`config.mk`:
```
export PLATFORM = sky130hd
export DESIGN_NAME = direct_convolution_engine_unit
export DESIGN_NICKNAME = d
export VERILOG_FILES = /design/src/sv/dce_pkg.sv /design/src/sv/direct_convolution_engine_unit.sv /design/src/sv/dce_mac.sv
export SDC_FILE = /design/constraint.sdc
export NUM_CORES = 2
export LEC_CHECK = 0
export BUFFER_PORTS_ARGS = -buffer_cell sky130_fd_sc_hd__buf_2
export CORE_MARGIN = 5
export CORE_UTILIZATION = 25
export CTS_BUF_LIST = sky130_fd_sc_hd__clkbuf_4 sky130_fd_sc_hd__clkbuf_8
export DETAILED_ROUTE_END_ITERATION = 10
export GPL_TIMING_DRIVEN = 0
export PLACE_DENSITY = 0.39
export SETUP_SLACK_MARGIN = 0.02
export SKIP_LAST_GASP = 1
export SLEW_MARGIN = 20
export SYNTH_ARGS = -nofsm -noshare
export SYNTH_HDL_FRONTEND = slang
export SYNTH_HIERARCHICAL = 1
export SYNTH_SLANG_ARGS = --single-unit
```
`constraint.sdc`:
```
create_clock -name clk -period 6.6 [get_ports clk]
set_clock_uncertainty 0.05 [all_clocks]
set_input_delay 1.65 -clock clk [delete_from_list [all_inputs] [get_ports clk]]
set_output_delay 1.65 -clock clk [all_outputs]
set_load 0.01 [all_outputs]
```
`src/sv/dce_pkg.sv`:
```
// ----------------------------------------------------------------------------
// dce_pkg
// Shared sizes, register indexes, state codes and control types of the
// direct convolution engine.
// ----------------------------------------------------------------------------
package dce_pkg;

  localparam int MAX_KERNEL   = 32;
  localparam int MAX_SIGNAL   = 32;
  localparam int SAMPLE_W     = 16;
  localparam int LEN_W        = 6;
  localparam int IDX_W        = 6;
  localparam int VALUE_W      = 37;
  localparam int PROD_W       = 2 * SAMPLE_W;
  localparam int KADDR_W      = $clog2(MAX_KERNEL);
  localparam int SADDR_W      = $clog2(MAX_SIGNAL);
  localparam int RESULT_LIMIT = 63;
  localparam int CFG_IDX_W    = 2;
  localparam int OUT_TDATA_W  = ((IDX_W + VALUE_W + 7) / 8) * 8;

  localparam logic [CFG_IDX_W-1:0] REG_MODE = CFG_IDX_W'(0);
  localparam logic [CFG_IDX_W-1:0] REG_KLEN = CFG_IDX_W'(1);
  localparam logic [CFG_IDX_W-1:0] REG_SLEN = CFG_IDX_W'(2);

  typedef enum logic [1:0] {
    ST_IDLE,
    ST_MAC,
    ST_DRAIN
  } state_t;

  typedef struct packed {
    logic valid;
    logic first;
    logic last;
  } mac_ctrl_t;

  typedef struct packed {
    logic busy;
    logic res_valid;
  } mac_stat_t;

endpackage

```
`src/sv/direct_convolution_engine_unit.sv`:
```
// ----------------------------------------------------------------------------
// direct_convolution_engine_unit
// Direct-sum linear or circular convolution of a signal frame with a stored
// kernel from two sample memories, one multiply-accumulate per cycle unless the output stalls.
// ----------------------------------------------------------------------------
// Kernel loads and non-final signal loads are taken only while idle.
// The final signal load starts a frame: every tap of every output is summed
// (kernel_length*signal_length products in all) through the read/multiply/
// accumulate pipeline; the frame ends before the next item is taken.
// Results stall on out_tready.
// Reset: mode 0, lengths 32/32, pointers 0, kernel valid bits cleared at once.
module direct_convolution_engine_unit (
  input  logic                               clk,
  input  logic                               rst_n,
  input  logic                               in_tvalid,
  output logic                               in_tready,
  input  logic [dce_pkg::SAMPLE_W-1:0]       in_tdata,   // [15:0] sample
  input  logic                               in_tuser,   // [0] action
  output logic                               out_tvalid,
  input  logic                               out_tready,
  output logic [dce_pkg::OUT_TDATA_W-1:0]    out_tdata,  // [5:0] out_index, [42:6] out_value
  output logic                               out_tlast,
  input  logic                               cfg_valid,
  output logic                               cfg_ready,
  input  logic [dce_pkg::CFG_IDX_W-1:0]      cfg_index,
  input  logic [dce_pkg::LEN_W-1:0]          cfg_data
);
  import dce_pkg::*;

  logic [SAMPLE_W-1:0] kmem [MAX_KERNEL];
  logic [SAMPLE_W-1:0] smem [MAX_SIGNAL];
  logic [MAX_KERNEL-1:0] kvalid_r;

  logic             mode_r;
  logic [LEN_W-1:0] klen_r;
  logic [LEN_W-1:0] slen_r;
  logic [LEN_W-1:0] nk;
  logic [LEN_W-1:0] ns;
  logic [IDX_W-1:0] total;
  logic [IDX_W:0]   tot_w;

  logic [KADDR_W-1:0] kp_r;
  logic [SADDR_W-1:0] sp_r;
  logic [KADDR_W-1:0] kp_eff;
  logic [SADDR_W-1:0] sp_eff;
  logic               in_acc;
  logic               frame_go;

  state_t           state_r;
  state_t           state_nxt;
  logic [IDX_W-1:0]   n_r;
  logic [LEN_W-1:0]   cnt_r;
  logic [KADDR_W-1:0] ker_addr_r;
  logic [SADDR_W-1:0] sig_addr_r;
  logic               first_r;
  logic               step_last;
  logic               frame_last;
  logic               stall;
  logic               rd_en;

  logic [IDX_W-1:0]   n_set;
  logic [IDX_W:0]     n1_w;
  logic [IDX_W:0]     lo_w;
  logic [IDX_W:0]     hi_w;
  logic [KADDR_W-1:0] ker_set;
  logic [SADDR_W-1:0] sig_set;
  logic [LEN_W-1:0]   cnt_set;

  logic                v1_r;
  logic                first1_r;
  logic                last1_r;
  logic [SAMPLE_W-1:0] ker_rd_r;
  logic [SAMPLE_W-1:0] sig_rd_r;
  logic                kv_rd_r;
  mac_ctrl_t           mac_ctrl;
  mac_stat_t           mac_stat;
  logic signed [VALUE_W-1:0] res_value;

  logic               out_v_r;
  logic [IDX_W-1:0]   out_idx_r;
  logic [VALUE_W-1:0] out_val_r;
  logic               out_last_r;
  logic [IDX_W-1:0]   res_n_r;

  // configuration
  assign cfg_ready = 1'b1;

  always_ff @(posedge clk) begin
    if (!rst_n) begin
      mode_r <= 1'b0;
      klen_r <= LEN_W'(MAX_KERNEL);
      slen_r <= LEN_W'(MAX_SIGNAL);
    end else if (cfg_valid && cfg_ready) begin
      case (cfg_index)
        REG_MODE: mode_r <= cfg_data[0];
        REG_KLEN: klen_r <= cfg_data;
        REG_SLEN: slen_r <= cfg_data;
        default: ;
      endcase
    end
  end

  always_comb begin
    if (klen_r == '0) nk = LEN_W'(1);
    else if (klen_r > LEN_W'(MAX_KERNEL)) nk = LEN_W'(MAX_KERNEL);
    else nk = klen_r;
    if (slen_r == '0) ns = LEN_W'(1);
    else if (slen_r > LEN_W'(MAX_SIGNAL)) ns = LEN_W'(MAX_SIGNAL);
    else ns = slen_r;
    tot_w = mode_r ? {1'b0, ns} : ({1'b0, ns} + {1'b0, nk} - (IDX_W + 1)'(1));
    total = (tot_w > (IDX_W + 1)'(RESULT_LIMIT)) ? IDX_W'(RESULT_LIMIT) : tot_w[IDX_W-1:0];
  end

  // sample loads
  assign in_tready = (state_r == ST_IDLE);
  assign in_acc    = in_tvalid && in_tready;
  assign kp_eff    = ({1'b0, kp_r} >= nk) ? '0 : kp_r;
  assign sp_eff    = ({1'b0, sp_r} >= ns) ? '0 : sp_r;
  assign frame_go  = in_acc && in_tuser && (({1'b0, sp_eff} + LEN_W'(1)) >= ns);

  always_ff @(posedge clk) begin
    if (!rst_n) begin
      kp_r     <= '0;
      sp_r     <= '0;
      kvalid_r <= '0;
    end else if (in_acc) begin
      if (!in_tuser) begin
        kvalid_r[kp_eff] <= 1'b1;
        kp_r <= (({1'b0, kp_eff} + LEN_W'(1)) >= nk) ? '0 : kp_eff + KADDR_W'(1);
      end else begin
        sp_r <= frame_go ? '0 : sp_eff + SADDR_W'(1);
      end
    end
  end

  always_ff @(posedge clk) begin
    if (in_acc && !in_tuser) begin
      kmem[kp_eff] <= in_tdata;
    end
    if (in_acc && in_tuser) begin
      smem[sp_eff] <= in_tdata;
    end
    if (rd_en) begin
      ker_rd_r <= kmem[ker_addr_r];
      kv_rd_r  <= kvalid_r[ker_addr_r];
      sig_rd_r <= smem[sig_addr_r];
    end
  end

  // sequencer
  assign stall      = out_v_r && !out_tready;
  assign rd_en      = (state_r == ST_MAC) && !stall;
  assign step_last  = (cnt_r == LEN_W'(1));
  assign frame_last = (({1'b0, n_r} + (IDX_W + 1)'(1)) == {1'b0, total});

  always_comb begin
    n_set = (state_r == ST_IDLE) ? '0 : n_r + IDX_W'(1);
    n1_w  = {1'b0, n_set} + (IDX_W + 1)'(1);
    lo_w  = (n1_w > {1'b0, nk}) ? n1_w - {1'b0, nk} : '0;
    hi_w  = ({1'b0, n_set} < ({1'b0, ns} - (IDX_W + 1)'(1))) ? {1'b0, n_set}
                                                            : {1'b0, ns} - (IDX_W + 1)'(1);
    if (mode_r) begin
      sig_set = n_set[SADDR_W-1:0];
      ker_set = '0;
      cnt_set = nk;
    end else begin
      sig_set = lo_w[SADDR_W-1:0];
      ker_set = KADDR_W'({1'b0, n_set} - lo_w);
      cnt_set = LEN_W'(hi_w - lo_w + (IDX_W + 1)'(1));
    end
  end

  always_comb begin
    state_nxt = state_r;
    case (state_r)
      ST_IDLE: begin
        if (frame_go) state_nxt = ST_MAC;
      end
      ST_MAC: begin
        if (!stall && step_last && frame_last) state_nxt = ST_DRAIN;
      end
      ST_DRAIN: begin
        if (!v1_r && !mac_stat.busy) state_nxt = ST_IDLE;
      end
      default: state_nxt = ST_IDLE;
    endcase
  end

  always_ff @(posedge clk) begin
    if (!rst_n) begin
      state_r <= ST_IDLE;
    end else begin
      state_r <= state_nxt;
    end
  end

  always_ff @(posedge clk) begin
    if (!rst_n) begin
      n_r     <= '0;
      cnt_r   <= '0;
      first_r <= 1'b0;
    end else if (state_r == ST_IDLE) begin
      if (frame_go) begin
        n_r        <= '0;
        cnt_r      <= cnt_set;
        ker_addr_r <= ker_set;
        sig_addr_r <= sig_set;
        first_r    <= 1'b1;
      end
    end else if (rd_en) begin
      first_r <= step_last;
      if (step_last) begin
        if (frame_last) begin
          cnt_r <= '0;
        end else begin
          n_r        <= n_set;
          cnt_r      <= cnt_set;
          ker_addr_r <= ker_set;
          sig_addr_r <= sig_set;
        end
      end else begin
        cnt_r <= cnt_r - LEN_W'(1);
        if (mode_r) begin
          ker_addr_r <= ker_addr_r + KADDR_W'(1);
          sig_addr_r <= (sig_addr_r == '0) ? SADDR_W'(ns - LEN_W'(1))
                                           : sig_addr_r - SADDR_W'(1);
        end else begin
          ker_addr_r <= ker_addr_r - KADDR_W'(1);
          sig_addr_r <= sig_addr_r + SADDR_W'(1);
        end
      end
    end
  end

  // read stage
  always_ff @(posedge clk) begin
    if (!rst_n) begin
      v1_r <= 1'b0;
    end else if (!stall) begin
      v1_r <= rd_en;
    end
  end

  always_ff @(posedge clk) begin
    if (rd_en) begin
      first1_r <= first_r;
      last1_r  <= step_last;
    end
  end

  assign mac_ctrl.valid = v1_r;
  assign mac_ctrl.first = first1_r;
  assign mac_ctrl.last  = last1_r;

  dce_mac u_mac (
    .clk       (clk),
    .rst_n     (rst_n),
    .stall     (stall),
    .ctrl      (mac_ctrl),
    .ker_smp   (kv_rd_r ? ker_rd_r : '0),
    .sig_smp   (sig_rd_r),
    .stat      (mac_stat),
    .res_value (res_value)
  );

  // output register
  always_ff @(posedge clk) begin
    if (!rst_n) begin
      out_v_r <= 1'b0;
      res_n_r <= '0;
    end else begin
      if (frame_go) begin
        res_n_r <= '0;
      end else if (mac_stat.res_valid) begin
        res_n_r <= res_n_r + IDX_W'(1);
      end
      if (mac_stat.res_valid) begin
        out_v_r <= 1'b1;
      end else if (out_tready) begin
        out_v_r <= 1'b0;
      end
    end
  end

  always_ff @(posedge clk) begin
    if (mac_stat.res_valid) begin
      out_idx_r  <= res_n_r;
      out_val_r  <= res_value;
      out_last_r <= (({1'b0, res_n_r} + (IDX_W + 1)'(1)) == {1'b0, total});
    end
  end

  assign out_tvalid = out_v_r;
  assign out_tlast  = out_last_r;
  assign out_tdata  = {{(OUT_TDATA_W - IDX_W - VALUE_W){1'b0}}, out_val_r, out_idx_r};

  // checks
  a_idle_empty: assert property (@(posedge clk) disable iff (!rst_n)
    (state_r == ST_IDLE) |-> (!v1_r && !mac_stat.busy))
    else $error("pipeline busy while idle");

  a_mac_count: assert property (@(posedge clk) disable iff (!rst_n)
    (state_r == ST_MAC) |-> (cnt_r != '0 && {1'b0, n_r} < {1'b0, total}))
    else $error("sequencer count out of range");

  a_res_in_frame: assert property (@(posedge clk) disable iff (!rst_n)
    mac_stat.res_valid |-> (state_r != ST_IDLE))
    else $error("result outside a frame");

  a_last_ends: assert property (@(posedge clk) disable iff (!rst_n)
    (mac_stat.res_valid && (({1'b0, res_n_r} + (IDX_W + 1)'(1)) == {1'b0, total}))
      |=> (state_r == ST_DRAIN))
    else $error("final result before sequencer finished");

endmodule

```
`src/sv/dce_mac.sv`:
```
// ----------------------------------------------------------------------------
// dce_mac
// Product register and accumulator of the convolution datapath; flags the
// finished sum of each output.
// ----------------------------------------------------------------------------
module dce_mac (
  input  logic                                  clk,
  input  logic                                  rst_n,
  input  logic                                  stall,
  input  dce_pkg::mac_ctrl_t                    ctrl,
  input  logic signed [dce_pkg::SAMPLE_W-1:0]   ker_smp,
  input  logic signed [dce_pkg::SAMPLE_W-1:0]   sig_smp,
  output dce_pkg::mac_stat_t                    stat,
  output logic signed [dce_pkg::VALUE_W-1:0]    res_value
);
  import dce_pkg::*;

  logic                       v2_r;
  logic                       first2_r;
  logic                       last2_r;
  logic signed [PROD_W-1:0]   prod_r;
  logic signed [VALUE_W-1:0]  acc_r;
  logic signed [VALUE_W-1:0]  prod_ext;
  logic signed [VALUE_W-1:0]  acc_base;

  always_ff @(posedge clk) begin
    if (!rst_n) begin
      v2_r <= 1'b0;
    end else if (!stall) begin
      v2_r <= ctrl.valid;
    end
  end

  always_ff @(posedge clk) begin
    if (!stall) begin
      first2_r <= ctrl.first;
      last2_r  <= ctrl.last;
      prod_r   <= ker_smp * sig_smp;
      if (v2_r) begin
        acc_r <= res_value;
      end
    end
  end

  assign prod_ext  = {{(VALUE_W - PROD_W){prod_r[PROD_W-1]}}, prod_r};
  assign acc_base  = first2_r ? '0 : acc_r;
  assign res_value = acc_base + prod_ext;

  assign stat.busy      = v2_r;
  assign stat.res_valid = v2_r && last2_r && !stall;

endmodule

```
# Word level (Yosys, flattened, before mapping)
# Memory sizes are Yosys's and may differ from the RTL's. A register that Yosys moved wholly into a read port is not among the register bits.
# Index checks and enable logic that the tools add are counted.
dict set report word_totals {
  in_bits 30
  word_cells 174
  mem_count 2
  out_inout_bits 52
  mem_bits_rw 1024
  reg_bits 207
}
# name words width rd rd_ports_with_merged_regs wr line_no
set mem_list {}
lappend mem_list {kmem 32 16 1 1 1 direct_convolution_engine_unit.sv:30} ;# logic [SAMPLE_W-1:0] kmem [MAX_KERNEL];
lappend mem_list {smem 32 16 1 1 1 direct_convolution_engine_unit.sv:31} ;# logic [SAMPLE_W-1:0] smem [MAX_SIGNAL];
dict set report op_classes {
  n_mux 58
  n_lt_le_gt_ge 12
  eq_ne 12
  n_bitwise 4
  n_mul 1
  addsub 23
  n_reduce_logical 36
}
# op count
set op_table {}
lappend op_table {{$mux 6} 19}
lappend op_table {{$mux 5} 19}
lappend op_table {{$add 37x32->37} 1}
lappend op_table {{$mux 37} 1}
lappend op_table {{$mul 16x16->32} 1}
lappend op_table {{$or 32x32->32} 1}
lappend op_table {{$add 6x1->7 const B} 3}
lappend op_table {{$add 5x1->5 const B} 4}
lappend op_table {{$add 6x1->6 const B} 3}
lappend op_table {{$mux 16} 1}
lappend op_table {{$sub 5x1->5 const B} 3}
lappend op_table {{$eq 7x6->1} 2}
lappend op_table {{$reduce_and 2->1} 7}
lappend op_table {{$add 5x1->6 const B} 2}
lappend op_table {{$ge 5x6->1} 2}
lappend op_table {{$ge 6x6->1} 2}
lappend op_table {{$gt 6x6->1 const B} 2}
lappend op_table {{$logic_and 1x1->1} 12}
lappend op_table {{$logic_not 6->1} 2}
lappend op_table {{$lt 5x6->1 const B} 2}
lappend op_table {{$sub 6x6->6} 2}
lappend op_table {{$mux 1} 11}
lappend op_table {{$reduce_and 4->1} 2}
lappend op_table {{$add 6x6->7} 1}
lappend op_table {{26 further kinds} 41}

# Depth between registers and ports, before layout
dict set report logic_depth {
  depth_word 13
  ltp_mapped 28
  depth_no_buf 27
}

# Modules after synthesis
# The synthesis kept the hierarchy.
# module area_each_um2 cells_per_inst seq_area_each_um2 n_inst
set by_module_without_submodules {}
lappend by_module_without_submodules {direct_convolution_engine_unit 48260.0 2437 34983.6 1}
lappend by_module_without_submodules {dce_mac 14315.0 1494 2152.1 1}

# Least setup slack after synthesis
# No wires, ideal clock.
dict set report synth_timing {
  path_type {reg-to-reg}
  start {reg kv_rd_r}
  end {reg u_mac.prod_r[30] (data pin)}
  required_time_ns 6.288
  slack_ns 0.100
  path_buffers 3
  path_stages_with_launch 24
  setup_time_ns 0.262
  synth_period_minus_slack_ns 6.500
  t_arrival_ns 6.188
  path_cell_list {edfxtp_1 -> clkbuf_1 -> and2_1 -> clkbuf_1 -> nand2_1 -> fa_1 -> inv_1 -> fa_1 -> fa_1 -> fa_1 -> fa_1 -> inv_1 -> fa_1 -> inv_1 -> ha_1 -> clkbuf_1 -> a21oi_1 -> o21bai_1 -> a21oi_1 -> o221ai_1 -> o21a_1 -> a221oi_1 -> a21oi_1 -> xor2_1}
}
dict set report synth_via {
  elab_chain_len 2
}
# item line_no
set synth_rtl {}
lappend synth_rtl {{start, declared} direct_convolution_engine_unit.sv:74} ;# logic kv_rd_r;
lappend synth_rtl {{start signal, assigned} direct_convolution_engine_unit.sv:145} ;# kv_rd_r <= kvalid_r[ker_addr_r];
lappend synth_rtl {{$mux 16} direct_convolution_engine_unit.sv:260} ;# .ker_smp (kv_rd_r ? ker_rd_r : '0),
lappend synth_rtl {{$mul 16x16->32} dce_mac.sv:38} ;# prod_r <= ker_smp * sig_smp;
lappend synth_rtl {{end signal, assigned} dce_mac.sv:38}
lappend synth_rtl {{end, declared} dce_mac.sv:21} ;# logic signed [PROD_W-1:0] prod_r;
# Every way passes these cells.
# A chain may end at the register's enable or synchronous reset.

# Worst setup path in the final report
# Same ends and word-level chain as after synthesis.

==> impl_metrics.py <==
metrics = {
    "place": {
        "dp.final_hpwl_mm": 130.5,
        "gp_congestion": 0.8223,
        "placed_standard_cell_area_mm2": 0.06860,
        "io_buffers": 75,
        "place.detailed.instances": 7442,
    },
    "sta": {
        "period_minus_slack_ps": 6477,
        "finalSetupTns_ps": 0,
        "post-route-period-util_pct": 98.14,
        "final_slew_viol_count": 0,
        "max_slew_headroom_at_the_worst_pin_pct": 23.09,
        "grt_setup_unrepaired": "true",
        "hold_viol": 0,
        "setup_viol": 0,
        "maxClockFrequency_ghz": 0.1544,
        "max_slew.worst_pin.slew_ps": 1153,
    },
    "global_routing": {
        "grtUsageTotal_pct": 13.89,
        "final_global_route_overflow_total": 0,
        "grt_pass1_vias": 36960,
        "grt_antenna_before_repair": 20,
        "grt_start_max_net_pins": 65,
        "grt_pass1_wl_mm": 264.6,
    },
    "worst_setup_path": {
        "worst_r2r_path_depth": 23,
        "worst-path-max-fanout": 6,
        "path_delay_family": "adder cells",
        "critical-path-top-cell-by-count": "sky130_fd_sc_hd__fa_1",
        "worstPathBufferInverterCount": 7,
        "r2r_end": "u_mac/prod_r[30]$_DFFE_PN_",
        "worstSetupEndpoint": "u_mac/prod_r[30]$_DFFE_PN_",
        "timing.setup.critical_path_class": "flip-flop to flip-flop",
        "worst_ep_arrival_time_ps": 7090,
        "critical_path_s_largest_stage_delay_ps": 570,
        "crit_chain": "clkbuf_8 -> and2_4 -> clkbuf_16 -> and2_4 -> fa_1 -> inv_1 -> fa_1 -> fa_2 -> fa_1 -> inv_2 -> fa_1 -> inv_2 -> fa_1 -> inv_2 -> ha_4 -> a21o_4 -> a221oi_4 -> a21oi_2 -> buf_4 -> o21a_4 -> a221oi_4 -> a21oi_2 -> xor2_1",
        "cp-start-kind": "flip-flop",
        "worst_setup_path_startpoint": "kv_rd_r$_DFFE_PP_",
        "required_time_at_the_worst_slack_endpoint_ps": 7210,
        "regToRegStartpoint": "kv_rd_r$_DFFE_PP_",
        "crit_path_top_delay_cell": "sky130_fd_sc_hd__fa_1",
        "ff2ff_setup_slack_ps": 120,
        "critPathCaptureType": "flip-flop",
        "path_depth": 23,
    },
    "yosys": {
        "async_flop_share_pct": 0,
        "synth_area_leaders": "sky130_fd_sc_hd__edfxtp_1, sky130_fd_sc_hd__mux4_2, sky130_fd_sc_hd__fa_1, sky130_fd_sc_hd__ha_1, sky130_fd_sc_hd__dfxtp_1",
        "mean_instance_size_in_the_synthesized_netlist_um2": 15.92,
        "netlist.top_cell.by_area": "sky130_fd_sc_hd__edfxtp_1",
        "synthDistinctLibCells": 83,
        "synthTopCellsByCount": "sky130_fd_sc_hd__edfxtp_1, sky130_fd_sc_hd__inv_1, sky130_fd_sc_hd__mux4_2",
        "ys_seq_area_share_pct": 59.35,
        "synth_edf_count": 1184,
        "synthCells": 3931,
        "synth-main-ff-cell": "sky130_fd_sc_hd__edfxtp_1",
        "yosys.area.top_type_share_pct": 56.82,
        "synth_most_common_cell": "sky130_fd_sc_hd__edfxtp_1",
        "netlist_area_mm2": 0.06258,
        "flip_flop_and_latch_count_after_synthesis": 1263,
        "ys_warn_count": 6,
    },
    "die": {
        "die_width_um": 510.3,
        "die_h_um": 510.3,
        "start_util_pct": 25.14,
        "fp.coreArea_mm2": 0.2489,
        "io_pins": 82,
        "row_count": 183,
        "die_area_mm2": 0.2604,
    },
    "detailed_routing": {
        "antenna_violating_nets_post_route": 0,
        "detail_route.drc_violations": 0,
        "route.final.wire_length_mm": 182.0,
        "post_dr_vias_cell": 4.386,
        "drt-wirelength-per-cell_um": 22.97,
        "routed-via-count": 34760,
        "drt-pass1-iter-count": 5,
        "drt_iter0_drc": 2132,
    },
    "clocking": {
        "cts_made_buffers": 220,
        "cts_max_path_buffers": 3,
        "cts.htree.levels": 4,
        "insertion_delay_ps": 970,
        "clock-sinks": 1263,
        "clock-root-buffer": "sky130_fd_sc_hd__clkbuf_8",
        "clkSlewWorstSetupHoldPaths_ps": 60,
        "cts_tree": "done",
    },
    "finish": {
        "filler_cell_count": 24870,
        "final_net_count": 4884,
        "post_route_cells_drive_above_1_share_pct": 26.87,
        "final_area_mm2": 0.07437,
        "synthToLayoutAreaGrowth_pct": 18.86,
        "stdcell_count": 7926,
    },
    "hold_path": {
        "holdCritPathClass": "flip-flop to flip-flop",
    },
    "pwr": {
        "power_density_normalized_to_cell_area_mw_per_mm2": 241.1,
        "peakVddDrop_uv": 145.1,
        "cellLeakagePower_nw": 26.28,
    },
    "job": {
        "cap_viol_max_count": 0,
    },
    "status": {
        "run_status": "complete, no violations",
    },
}
-- cell families after synthesis --
group | after synthesis | share of synthesized area, %
adders and majority gates | 462 | 12.45
DFF | 1263 | 59.35
buffers and inverters | 559 | 3.415
other | 2 | 0.01200
muxes | 384 | 12.85
and+or+nand+nor | 758 | 6.129
xor gates and xnor gates | 116 | 1.624
AOI/OAI and AO/OA | 387 | 4.169
-- routing by layer --
layer  GRT usage, %  vias up  share of wire [%]
met4          2.676        4                1.7
met2          23.16      677                 48
met1          18.96    18240                 45
li1               -    15630                  -
met5              0        -              0.019
met3          2.722      213                4.5
-- final cells by class --
cell class / count / area (µm²) / area share, %
antenna: 15 / 37.54 / 0.05047
buffer: 162 / 899.6 / 1.210
clock buffer: 315 / 3797 / 5.106
clock inverter: 96 / 715.7 / 0.9623
inverter: 395 / 1483 / 1.994
multi-input combinational: 2114 / 24160 / 32.49
sequential: 1263 / 37140 / 49.93
tap: 3330 / 4167 / 5.602
timing repair buffer: 236 / 1974 / 2.655
-- sequential cells by signal, summed over array words and instances (netlist names), 6 cells and up --
| name | flops |
|---|---|
| kmem | 512 |
| cnt_r | 6 |
| smem | 512 |
| u_mac/acc_r | 37 |
| klen_r | 6 |
| out_val_r | 37 |
| sig_rd_r | 16 |
| slen_r | 6 |
| out_idx_r | 6 |
| kvalid_r | 32 |
| res_n_r | 6 |
| n_r | 6 |
| ker_rd_r | 16 |
| u_mac/prod_r | 32 |
-- metrics by stage --
step / hold slack [ps] / utilization (%) / power [mW] / setup WS (ps)
2_1_floorplan: 350.3 / - / 10.12 / 99.71
3_3_place_gp: 356.8 / 26.97 / 10.59 / -2184
3_5_place_dp: 354.5 / 27.56 / 10.62 / -1363
4_1_cts: 381.0 / 29.69 / 18.16 / 11.10
5_1_grt: 391.5 / 29.87 / 18.78 / -119.7
6_report: 378.7 / 29.88 / 17.93 / 122.5
-- how the worst min path moves through the flow --
stage | start | endpoint | slack [ps] | cells after the start
after floorplan | first1_r$_DFFE_PP_ | u_mac/first2_r$_DFFE_PN_ | 350 | 0
after global placement | first1_r$_DFFE_PP_ | u_mac/first2_r$_DFFE_PN_ | 360 | 0
after detailed placement | first1_r$_DFFE_PP_ | u_mac/first2_r$_DFFE_PN_ | 350 | 0
final | first1_r$_DFFE_PP_ | u_mac/first2_r$_DFFE_PN_ | 380 | 0
after CTS | first1_r$_DFFE_PP_ | u_mac/first2_r$_DFFE_PN_ | 380 | 0
after global routing | first1_r$_DFFE_PP_ | u_mac/first2_r$_DFFE_PN_ | 390 | 0
-- cell usage in the layout, fill, tap and decap left out, drive strengths merged, types with 27 or more instances in the layout --
cell type	Yosys	final
and2	153	153
ha	194	194
edfxtp	1184	1184
nand3	47	47
mux4	332	332
clkbuf	116	432
fa	268	268
inv	395	405
o21a	42	42
dfxtp	79	79
a21oi	103	103
xor2	40	40
xnor2	76	76
a21o	53	53
nor2	162	162
mux2	36	36
nor3	27	27
o21ai	65	65
clkinv	0	78
nand2	193	193
nor2b	54	54
buf	48	281
-- timing repair --
| item | in CTS | in global routing |
|---|---|---|
| buffers inserted | 36 | 23 |
| pin swaps | 33 | 80 |
| setup endpoints to repair | 36 | 22 |
| hold buffers | 0 | 0 |
| resized for setup | 154 | 62 |
| cloned | 1 | 1 |
-- where the power goes --
group | leakage, nW | switching, mW | internal [mW]
combinational | 12.5 | 0.975 | 0.636
sequential | 11.4 | 0.0389 | 8.94
clock | 2.39 | 3.44 | 3.91
total | 26.3 | 4.45 | 13.5
No activity file was read; power rests on OpenSTA's default activity.
